[config.mk]
export PLATFORM = sky130hd
export DESIGN_NAME = wzh_stack
export DESIGN_NICKNAME = d
export VERILOG_FILES = /design/src/sv/wzh_pkg.sv /design/src/sv/wzh_stack.sv
export SDC_FILE = /design/constraint.sdc
export NUM_CORES = 1
export LEC_CHECK = 0
export BUFFER_PORTS_ARGS = -buffer_cell sky130_fd_sc_hd__buf_2
export CAP_MARGIN = 20
export CORE_ASPECT_RATIO = 0.8
export CORE_UTILIZATION = 45
export CTS_BUF_LIST = sky130_fd_sc_hd__clkbuf_16
export DETAILED_ROUTE_END_ITERATION = 7
export HOLD_SLACK_MARGIN = 0.08
export PLACE_DENSITY = 0.61
export SLEW_MARGIN = 5
export SYNTH_ARGS = -nofsm -noshare
export SYNTH_HDL_FRONTEND = slang
export SYNTH_SLANG_ARGS = --single-unit
[constraint.sdc]
create_clock -name clock -period 2.96 [get_ports clock]
set_clock_uncertainty 0.05 [all_clocks]
set_input_delay 0.74 -clock clock [delete_from_list [all_inputs] [get_ports clock]]
set_output_delay 0.74 -clock clock [all_outputs]
set_load 0.05 [all_outputs]
[src/sv/wzh_pkg.sv]
// ----------------------------------------------------------------------------
// wzh_pkg
// shared types and constants of the window stacking-order hit test
// ----------------------------------------------------------------------------
`default_nettype none
package wzh_pkg;

   localparam int CoordW = 12;
   localparam int IdentW = 16;
   localparam int MaxResults = 16;
   localparam int MaxUpdates = MaxResults - 1;

   localparam logic [1:0] KIND_ALLOC    = 2'd0;
   localparam logic [1:0] KIND_RELEASE  = 2'd1;
   localparam logic [1:0] KIND_ACTIVATE = 2'd2;
   localparam logic [1:0] KIND_HIT      = 2'd3;

   typedef struct packed {
      logic [CoordW-1:0] left;
      logic [CoordW-1:0] top;
      logic [CoordW-1:0] right;
      logic [CoordW-1:0] bottom;
   } rect_type;

   typedef struct packed {
      logic [CoordW-1:0] x;
      logic [CoordW-1:0] y;
   } point_type;

   typedef enum logic [1:0] {
      STK_NONE,
      STK_PUSH,
      STK_REMOVE,
      STK_TO_TOP
   } stk_op_type;

endpackage
`default_nettype wire

[src/sv/wzh_stack.sv]
// ----------------------------------------------------------------------------
// wzh_stack
// stacking order store, bottom to top, with push, remove and move to top
// ----------------------------------------------------------------------------
`default_nettype none
module wzh_stack #(
   parameter int MAX_WINDOWS = 16,
   localparam int SW = (MAX_WINDOWS > 1) ? $clog2(MAX_WINDOWS) : 1,
   localparam int CW = $clog2(MAX_WINDOWS + 1)
) (
   input  wire                      clock,
   input  wire                      reset,
   input  wire wzh_pkg::stk_op_type op,
   input  wire [SW-1:0]             pos,
   input  wire [SW-1:0]             slot,
   output logic [SW-1:0]            rd_slot,
   output logic [CW-1:0]            count
);
   import wzh_pkg::*;

   logic [SW-1:0] order_ff [MAX_WINDOWS];
   logic [CW-1:0] count_ff;
   logic [CW-1:0] count_m1;

   assign count    = count_ff;
   assign count_m1 = count_ff - 1'b1;
   assign rd_slot  = order_ff[pos];

   always_ff @(posedge clock) begin
      unique case (op)
         STK_PUSH: begin
            order_ff[count_ff[SW-1:0]] <= slot;
         end
         STK_REMOVE, STK_TO_TOP: begin
            for (int i = 0; i < MAX_WINDOWS - 1; i++) begin
               if (i >= int'(pos) && i + 1 < int'(count_ff)) begin
                  order_ff[i] <= order_ff[i+1];
               end
            end
            if (op == STK_TO_TOP) begin
               order_ff[count_m1[SW-1:0]] <= slot;
            end
         end
         default: begin
         end
      endcase
   end

   always_ff @(posedge clock) begin
      if (reset) begin
         count_ff <= '0;
      end else if (op == STK_PUSH) begin
         count_ff <= count_ff + 1'b1;
      end else if (op == STK_REMOVE) begin
         count_ff <= count_m1;
      end
   end
endmodule
`default_nettype wire

* Word-level counts from Yosys, hierarchy flattened *
Memory sizes are Yosys's and may differ from the RTL's.
Cells that the tools add are included.

word-level totals
  word-level logic and storage cells = 110
  input port bits = 12
  memories = 1
  register bits = 5
  RAM bits = 64
  output and inout bits = 9

operators by class
  reduce and logical (&&, ||, !) cells = 18
  mux-type cells = 55
  $add $sub $neg = 2
  equal/unequal tests = 3
  $lt $le $gt $ge = 30

memory list
  memory    words  width  read ports  clocked after Yosys merged registers in  write ports  line             text
  order_ff  16     4      16          0                                        16           wzh_stack.sv:21  logic [SW-1:0] order_ff [MAX_WINDOWS];

operator list
  kind                 count
  $mux 1               51
  $lt 4x5->1 const A   8
  $ge 4x4->1 const A   7
  $lt 3x5->1 const A   4
  $ge 3x4->1 const A   4
  $logic_and 1x1->1    15
  $lt 2x5->1 const A   2
  $mux 5               2
  $ge 1x4->1 const A   2
  $ge 2x4->1 const A   2
  $mux 4               2
  $add 5x1->5 const B  1
  $lt 1x5->1 const A   1
  $sub 5x1->5 const B  1
  $eq 2x2->1 const B   2
  $reduce_or 4->1      1
  $eq 2x1->1 const B   1
  $reduce_bool 2->1    1
  $reduce_or 2->1      1

* Logic depth before layout (Yosys ltp) *
Gate-level depths: netlist (run 1).

  depth in word-level cells = 7
  gate-level depth with buffers = 9
  mapped depth without buffers = 7

* Worst setup path before layout (run 1) *
OpenSTA, ideal clock, no wires.

  path type = input to output
  from = input port pos[1]
  to = output port rd_slot[0]
  required time = 2170 ps
  stages = 5
  arrival = 2129 ps
  path buffers = 3
  setup slack = 41 ps
  cell sequence = buf_6 -> buf_6 -> buf_2 -> mux4_2 -> mux4_2

between the ends
  longest elaborated chain between the ends = 1

ends and longest elaborated chain
  element          line             text
  start, declared  wzh_stack.sv:14  input wire [SW-1:0] pos,
  $mem_v2 16x4     -
  end, declared    wzh_stack.sv:16  output logic [SW-1:0] rd_slot,

No other way between the ends.

* Final worst setup path (run 1) *
  from = input port pos[0]
  to = output port rd_slot[0]

Same word-level chain as after synthesis.

==> results of run 1 <==
==> metal layers <==
metal / vias to the layer above / share of wire
li1: 1333 / -
met1: 1479 / 0.46
met2: 122 / 0.43
met3: 16 / 0.089
met4: 0 / 0.015
met5: - / 0
==> worst register-to-register path, delay by kind of cell (launching register included) <==
family / cells / cell delay, ns
flops: 1 / 0.30
simple gates: 1 / 0.19
compound gates: 4 / 1.11
buf+inv: 1 / 0.18
fa+ha+maj: 1 / 0.42
==> registers in the layout, indices dropped and copies added, names as in the netlist <==
signal,count
order_ff,64
count,5
==> cells in the mapped netlist, types with 2 or more instances <==
library cell,count
nand3_1,3
nand2b_1,2
o21bai_1,6
a21oi_1,11
a32oi_1,2
mux2_2,28
o21a_4,2
nor3_1,3
o32ai_1,2
mux4_2,20
xor2_1,2
or3_1,3
o21ai_0,17
a21o_1,2
edfxtp_1,64
o21a_1,2
o21ai_2,10
inv_1,7
dfxtp_1,5
a31oi_4,4
a22oi_2,2
nor2_1,9
buf_4,4
or2_4,2
a211oi_2,2
mux2_4,8
mux2_1,24
buf_6,3
a31oi_1,8
buf_2,7
ha_1,10
clkbuf_1,9
nand2_1,13
==> report_power, final <==
group	switching, mW	leakage [nW]	total (mW)	internal (mW)
combinational	0.493	0.911	0.795	0.302
sequential	0.0688	0.622	1.23	1.16
clock	0.403	0.145	1.04	0.640
total	0.965	1.68	3.07	2.10
==> worst paths after layout <==
check	startpoint	to	slack (ns)	depth (start not counted)
worst max-delay path	pos[0]	rd_slot[0]	0.05	4
worst min-delay path	order_ff[2][1]	order_ff[1][1]	0.51	1
worst max register to register	count[0]	order_ff[12][0]	0.36	7
worst min register to register	order_ff[2][1]	order_ff[1][1]	0.51	1
==> what timing repair did <==
| item | in CTS | in global routing |
|---|---|---|
| gates cloned | 0 | 0 |
| gates resized for setup | 4 | 6 |
| pin swaps | 0 | 0 |
| setup endpoints to repair | 4 | 4 |
==> cell families after synthesis <==
group / after synthesis
buf+inv: 30
fa+ha+maj: 10
mux: 81
flops: 69
compound gates: 80
simple gates: 48
xor+xnor: 3
==> metrics by stage <==
stage	hold WS, ns	utilization	cells
finish	0.508	0.520	469
global route	0.533	0.520	469
CTS	0.508	0.518	469
detailed placement	0.489	0.488	453
global placement	0.507	0.488	453
floorplan	0.473	-	321
==> final cells by class <==
type                    instances  area [µm²]  area share
multi-input cells             222        2270       0.454
well taps                     119         149      0.0298
flip-flops and latches         69        2020       0.405
inverters                       7        26.3     0.00526
clock buffers                   9         225      0.0451
repair buffers                 36         244      0.0489
clock inverters                 7        58.8      0.0118
==> flow_metrics.tcl, run 1 <==
set metrics [dict create \
    status "finished, final reports clean" \
    critPathCaptureType "output pin" \
    numCtsBuffers 9 \
    cp_num_buf_inv 2 \
    synth_xor_area_frac 0.00591 \
    cts_tree "yes" \
    layout_common_cells "edfxtp_1, mux2_2, mux2_1" \
    synth_compound_area_frac 0.154 \
    gr-total-overflow 0 \
    use_met3 0.0774 \
    dp_hpwl_um 8210 \
    syn_inst 321 \
    met1_usage 0.340 \
    final_common_cell "edfxtp_1" \
    critPathMaxFanout 14 \
    cts.sinks 69 \
    wire_per_inst_um 23.3 \
    core-area_mm2 0.00961 \
    worst_setup_path_start_kind "input port" \
    fin_crit_sh 0.983 \
    grt_pass1_wl_um 17200 \
    synth_seq_cells 69 \
    yosys.area.top_type "edfxtp_1" \
    h-tree-depth 3 \
    place_ws_ns -0.225 \
    n_antenna_cell 0 \
    antenna_found_initial 0 \
    crit_path_frequent_cell "mux4_2" \
    async_flop_share 0 \
    p_per_area_mw_per_mm2 615 \
    p_total_mw 3.07 \
    yosys_warnings 0 \
    synth_fp_nets 343 \
    place_area_mm2 0.00469 \
    post_cts_buffers 0 \
    slew_headroom 0.529 \
    clkSlewWorstSetupHoldPaths_ns 0.05 \
    final_max_slew_viol_count 0 \
    drive_gt1_frac 0.397 \
    finalHoldViolCount 0 \
    grt_busiest_layer "met1" \
    drtIter0Drc 268 \
    hold_buffers 0 \
    grt.total_usage 0.232 \
    crit_arrival_ns 2.12 \
    design_area_mm2 0.00499 \
    die_area_mm2 0.0103 \
    synth-main-ff-cell "edfxtp_1" \
    synthMuxAreaShare 0.262 \
    drc_errors 0 \
    initial_core_util 0.463 \
    cpPeakStageDelay_ns 0.53 \
    ys_seq_area_frac 0.454 \
    min_path_type "register to register" \
    drt-total-wl_um 10900 \
    syn_area_mm2 0.00445 \
    fin_ws_ns 0.0514 \
    vias 2950 \
    cts-root-buf "clkbuf_16" \
    fmaxAchievable_mhz 344 \
    fin_crit_ns 2.91 \
    path_cells "buf_8 > mux4_2 > mux4_2 > buf_2" \
    synth_simple_gate_area_frac 0.0602 \
    critPathTopFamily "multiplexers" \
    maxCapViolCount 0 \
    io-pin-count 21 \
    grt_max_degree 17 \
    synthDominantCellAreaShare 0.432 \
    fillers 819 \
    fp.dieH_um 90.9 \
    yosys.cell_types.count 58 \
    tightest_slew_ns 0.699 \
    syn_avg_cell_area_um2 13.9 \
    path_class "input port to output pin" \
    slowest_stage "mux4_2" \
    p_leak_nw 1.68 \
    grt_pass1_vias 2839 \
    finalSetupViolCount 0 \
    synth_top_family_by_area "multiplexers" \
    use_met2 0.320 \
    avgViaCountPerCell 6.29 \
    insertion_delay_ns 0.34 \
    area_growth_pct 12.2 \
    dr.pass1.iters 5 \
    irDropWorstVdd_uv 311 \
    synth_edf_count 64 \
    die_w_um 113 \
    rsz0062_at_grt "no" \
    clock_path_buffers 2 \
    crit_required_ns 2.17 \
    ant_nets 0 \
    std_cell_rows 32 \
    yosys-top-cells-area "edfxtp_1, mux4_2, mux2_2" \
    nets 367 \
    io_buffers 20 \
    gp_congestion 0.835 \
    synthAdderAreaFrac 0.0281 \
    tns_ns 0 \
]
Note: power is estimated with default switching activity, not from simulation.
==> run 2, diff against run 1 <==
--- a/config.mk
+++ b/config.mk
@@ -5,6 +5,7 @@
 export SDC_FILE = /design/constraint.sdc
 export NUM_CORES = 1
 export LEC_CHECK = 0
+export ABC_AREA = 1
 export BUFFER_PORTS_ARGS = -buffer_cell sky130_fd_sc_hd__buf_2
 export CAP_MARGIN = 20
 export CORE_ASPECT_RATIO = 0.8
@@ -12,7 +13,7 @@
 export CTS_BUF_LIST = sky130_fd_sc_hd__clkbuf_16
 export DETAILED_ROUTE_END_ITERATION = 7
 export HOLD_SLACK_MARGIN = 0.08
-export PLACE_DENSITY = 0.61
+export PLACE_DENSITY_LB_ADDON = 0.08
 export SLEW_MARGIN = 5
 export SYNTH_ARGS = -nofsm -noshare
 export SYNTH_HDL_FRONTEND = slang
==> flow_metrics.tcl, run 2 <==
set metrics [dict create \
    final_max_slew_viol_count 0 \
    regToRegEndpoint "order_ff[15][2]" \
    grt.total_usage 0.268 \
    gr-total-overflow 0 \
    dr.pass1.iters 5 \
    numCtsBuffers 9 \
    initial_core_util 0.465 \
    nets 707 \
    cts.sinks 69 \
    fillers 967 \
    fmaxAchievable_mhz 367 \
    rsz0062_at_grt "no" \
    synthDominantCellAreaShare 0.400 \
    h-tree-depth 3 \
    area_growth_pct 13.4 \
    std_cell_rows 33 \
    fin_crit_ns 2.73 \
    regToRegSetupSlack_ns 0.69 \
    post_cts_buffers 0 \
    clock_path_buffers 2 \
    fp.dieH_um 94.4 \
    yosysMostFrequentCell "nand2_1" \
    synth_edf_count 64 \
    synth_seq_cells 69 \
    yosys.area.top_type "edfxtp_1" \
    critPathMaxFanout 10 \
    antenna_found_initial 0 \
    grt_max_degree 29 \
    yosys.cell_types.count 30 \
    dp_hpwl_um 10600 \
    min_path_type "register to register" \
    cts_tree "yes" \
    finalNonFillerCells 830 \
    gp_congestion 0.993 \
    tightest_slew_ns 0.578 \
    top_register "order_ff" \
    whs_path_depth 2 \
    async_flop_share 0 \
    path_class "input port to output pin" \
    n_antenna_cell 0 \
    cts_resized 0 \
    io-pin-count 21 \
    syn_area_mm2 0.00480 \
    layout_common_cells "nand2_1, nand3_1, edfxtp_1" \
    r2r_start "count[0]" \
    fin_hold_ws_ns 0.508 \
    grt_pass1_wl_um 22200 \
    vias 4507 \
    slew_headroom 0.614 \
    clkSlewWorstSetupHoldPaths_ns 0.06 \
    critPathCaptureType "output pin" \
    drc_errors 0 \
    irDropWorstVdd_uv 340 \
    avgViaCountPerCell 5.43 \
    drt-total-wl_um 14100 \
    insertion_delay_ns 0.34 \
    status "finished, final reports clean" \
    yosys-top-cells-count "nand2_1, nand3_1, edfxtp_1" \
    wire_per_inst_um 16.9 \
    die_area_mm2 0.0111 \
    grt_pass1_vias 4136 \
    crit_end "rd_slot[1]" \
    hold_buffers 0 \
    p_leak_nw 2.69 \
    maxCapViolCount 0 \
    multi_input_area_mm2 0.00245 \
    p_per_area_mw_per_mm2 586 \
    ff2ff_path_depth 7 \
    fin_crit_sh 0.921 \
    syn_avg_cell_area_um2 7.27 \
    regArea_mm2 0.00202 \
    dp.cells 814 \
    drive_gt1_frac 0.141 \
    syn_inst 661 \
    ys_seq_area_frac 0.421 \
    io_buffers 20 \
    yosys-top-cells-area "edfxtp_1, nand2_1, nand3_1" \
    finalSetupViolCount 0 \
    critPathLaunch "pos[1]" \
    die_w_um 118 \
    drtIter0Drc 498 \
    tns_ns 0 \
    synth-main-ff-cell "edfxtp_1" \
    core-area_mm2 0.0103 \
    largest_register_ffs 64 \
    worst_setup_path_start_kind "input port" \
    crit_required_ns 2.17 \
    cts-root-buf "clkbuf_16" \
    yosys_warnings 0 \
    ant_nets 0 \
    finalHoldViolCount 0 \
    crit_arrival_ns 1.94 \
    final_common_cell "nand2_1" \
    synth_fp_nets 683 \
]
==> run 2: changes by cell type in the layout (fill, tap and decap cells not counted), sizes merged, moves of 20 or more <==
cell / change
mux2: -60
inv: +55
mux4: -20
nand4: +20
nor2: +34
nand3: +106
nand2: +277
==> run 2: kinds of logic (layout without fill, tap and decap cells) <==
kind of cell             Yosys count  in the layout  synth area share
flip-flops                        69             69             0.421
XOR/XNOR                           1              1           0.00182
AND/OR/NAND/NOR                  469            469             0.447
buffers and inverters             82            111            0.0690
adder cells (fa/ha/maj)           10             10            0.0260
AO/OA/AOI/OAI                     30             30            0.0352
==> run 2: worst min-delay path by stage <==
stage / to / from
after detailed placement: count[0] / count[0]
final: count[0] / count[0]
after global routing: order_ff[10][2] / order_ff[11][2]
after global placement: count[0] / count[0]
after CTS: count[0] / count[0]
after floorplan: order_ff[4][0] / order_ff[5][0]
==> run 2: critical path: stages <==
cell and delay, ns:
buf_2 0.11, clkinv_1 0.23, buf_4 0.24, nand3_1 0.08, nand2_1 0.06, nand2_1 0.09
nand4_1 0.13, buf_2 0.24
==> run 2: area by class of cell <==
cell class              count  area share
clock buffers               9      0.0414
clock inverters             7      0.0250
inverters                  64      0.0446
multi-input cells         510       0.450
flip-flops and latches     69       0.371
well taps                 140      0.0322
repair buffers             31      0.0358
==> run 2: routing by layer <==
layer	vias to the layer above	GRT usage	share of wire
met5	-	0	0
met4	0	0.109	0.033
met3	43	0.0550	0.076
met2	186	0.412	0.42
met1	2057	0.371	0.47
li1	2221	-	-
==> run 2: power breakdown <==
part | total [mW] | internal, mW | switching, mW
Sequential | 1.19 | 1.15 | 0.0447
Combinational | 0.687 | 0.183 | 0.505
Clock | 1.31 | 0.905 | 0.409
==> run 2: through the flow <==
step / utilization / worst slack [ns] / cell area, µm² / power [mW]
3_5_place_dp: 0.493 / 0.0966 / 5080 / 1.88
3_3_place_gp: 0.493 / 0.122 / 5080 / 1.88
6_report: 0.528 / 0.233 / 5450 / 3.19
5_1_grt: 0.528 / 0.101 / 5450 / 3.32
4_1_cts: 0.528 / 0.255 / 5450 / 3.19
2_1_floorplan: - / 0.201 / 4800 / 1.69
==> run 3, diff against run 2 <==
--- a/config.mk
+++ b/config.mk
@@ -5,7 +5,6 @@
 export SDC_FILE = /design/constraint.sdc
 export NUM_CORES = 1
 export LEC_CHECK = 0
-export ABC_AREA = 1
 export BUFFER_PORTS_ARGS = -buffer_cell sky130_fd_sc_hd__buf_2
 export CAP_MARGIN = 20
 export CORE_ASPECT_RATIO = 0.8
==> flow_metrics.tcl, run 3 (synthesis results as in run 1) <==
set metrics [dict create \
    status "finished, final reports clean" \
    cpPeakStageDelay_ns 0.53 \
    p_comb_frac 0.253 \
    grt_pass1_wl_um 17800 \
    io_buffers 20 \
    crit_arrival_ns 2.12 \
    irDropWorstVdd_uv 386 \
    clock_path_buffers 2 \
    finalHoldViolCount 0 \
    drc_errors 0 \
    dp_hpwl_um 8520 \
    fin_crit_sh 0.983 \
    std_cell_rows 32 \
    path_cells "buf_8 > mux4_2 > mux4_2 > buf_4" \
    avgViaCountPerCell 6.29 \
    cts_tree "yes" \
    p_leak_nw 1.69 \
    crit_path_frequent_cell "mux4_2" \
    largest_register_ffs 64 \
    fin_crit_ns 2.91 \
    finalSetupViolCount 0 \
    rsz0062_at_grt "no" \
    finalNonFillerCells 469 \
    core-area_mm2 0.00961 \
    insertion_delay_ns 0.33 \
    dr.pass1.iters 4 \
    grt_max_degree 17 \
    io-pin-count 21 \
    drive_gt1_frac 0.403 \
    p_clk_frac 0.359 \
    p_total_mw 3.18 \
    fmaxAchievable_mhz 344 \
    drt-total-wl_um 11300 \
    wire_per_inst_um 24.0 \
    cts.sinks 69 \
    tns_ns 0 \
    gr-total-overflow 0 \
    critPathMaxFanout 14 \
    tightest_slew_ns 0.749 \
    final_max_slew_viol_count 0 \
    slew_headroom 0.498 \
    vias 2951 \
    gp_congestion 0.907 \
    maxCapViolCount 0 \
    p_per_area_mw_per_mm2 632 \
    post-route-util 0.523 \
    hold_buffers 0 \
    min_path_type "register to register" \
    n_antenna_cell 0 \
    crit_required_ns 2.17 \
    post_cts_buffers 0 \
    switchingPower_mw 0.976 \
    numCtsBuffers 9 \
    path_class "input port to output pin" \
    dp.cells 453 \
    area_growth_pct 13.0 \
    critPathTopFamily "multiplexers" \
    ant_nets 0 \
    drtIter0Drc 321 \
    initial_core_util 0.463 \
    grt.total_usage 0.237 \
    die_w_um 113 \
    worst_setup_path_start_kind "input port" \
    antenna_found_initial 0 \
    h-tree-depth 3 \
    slowest_stage "mux4_2" \
    nets 367 \
    top_register "order_ff" \
    place_ws_ns -0.228 \
    cts_resized 7 \
    cts-root-buf "clkbuf_16" \
    fin_ws_ns 0.0495 \
    die_area_mm2 0.0103 \
    grt_pass1_vias 2804 \
    final_common_cell "edfxtp_1" \
    fp.dieH_um 90.9 \
    p_int_mw 2.20 \
    layout_common_cells "edfxtp_1, mux2_2, mux2_1" \
    cp_num_buf_inv 2 \
    netSwitchingFraction 0.307 \
    critPathCaptureType "output pin" \
    clkSlewWorstSetupHoldPaths_ns 0.06 \
    seqPwrFrac 0.387 \
]
[run 3: metrics by stage]
stage / cell area, µm² / hold slack [ns]
2_1_floorplan: 4450 / 0.473
4_1_cts: 5020 / 0.531
5_1_grt: 5030 / 0.552
6_report: 5030 / 0.529
3_3_place_gp: 4690 / 0.508
3_5_place_dp: 4690 / 0.503
[run 3: final timing paths]
kind	cells past startpoint	from	endpoint	slack, ns
hold reg to reg	1	order_ff[15][3]	order_ff[14][3]	0.53
setup reg to reg	7	count[1]	order_ff[12][0]	0.34
setup / recovery	4	pos[0]	rd_slot[1]	0.05
hold / removal	1	order_ff[15][3]	order_ff[14][3]	0.53
[run 3: final cells by class]
type	count	area, µm²
clock buffer	9	225
clock inverter	7	90.1
fill	811	4580
inverter	7	26.3
multi-input combinational	222	2270
sequential	69	2020
tap	119	149
timing repair buffer	36	246
[run 3: routing by layer]
layer | up-vias | wire (µm) | GRT usage
met5 | - | 0 | 0
met4 | 0 | 116 | 0.0636
met3 | 9 | 841 | 0.0521
met2 | 131 | 4830 | 0.328
met1 | 1481 | 5470 | 0.371
li1 | 1330 | - | -
[run 3: power groups by stage]
stage	Combinational [mW]	Clock (mW)	Sequential, mW
3_3_place_gp	0.788	0	1.25
2_1_floorplan	0.587	0	1.25
4_1_cts	0.799	1.16	1.23
6_report	0.804	1.14	1.23
3_5_place_dp	0.788	0	1.25
5_1_grt	0.867	1.20	1.24
[run 3: worst reg2reg max path, delay by kind of cell (launching register included)]
kind | cells | cell delay (ns)
buf+inv | 1 | 0.15
fa+ha+maj | 1 | 0.43
compound gates | 4 | 1.15
flops | 1 | 0.31
simple gates | 1 | 0.19
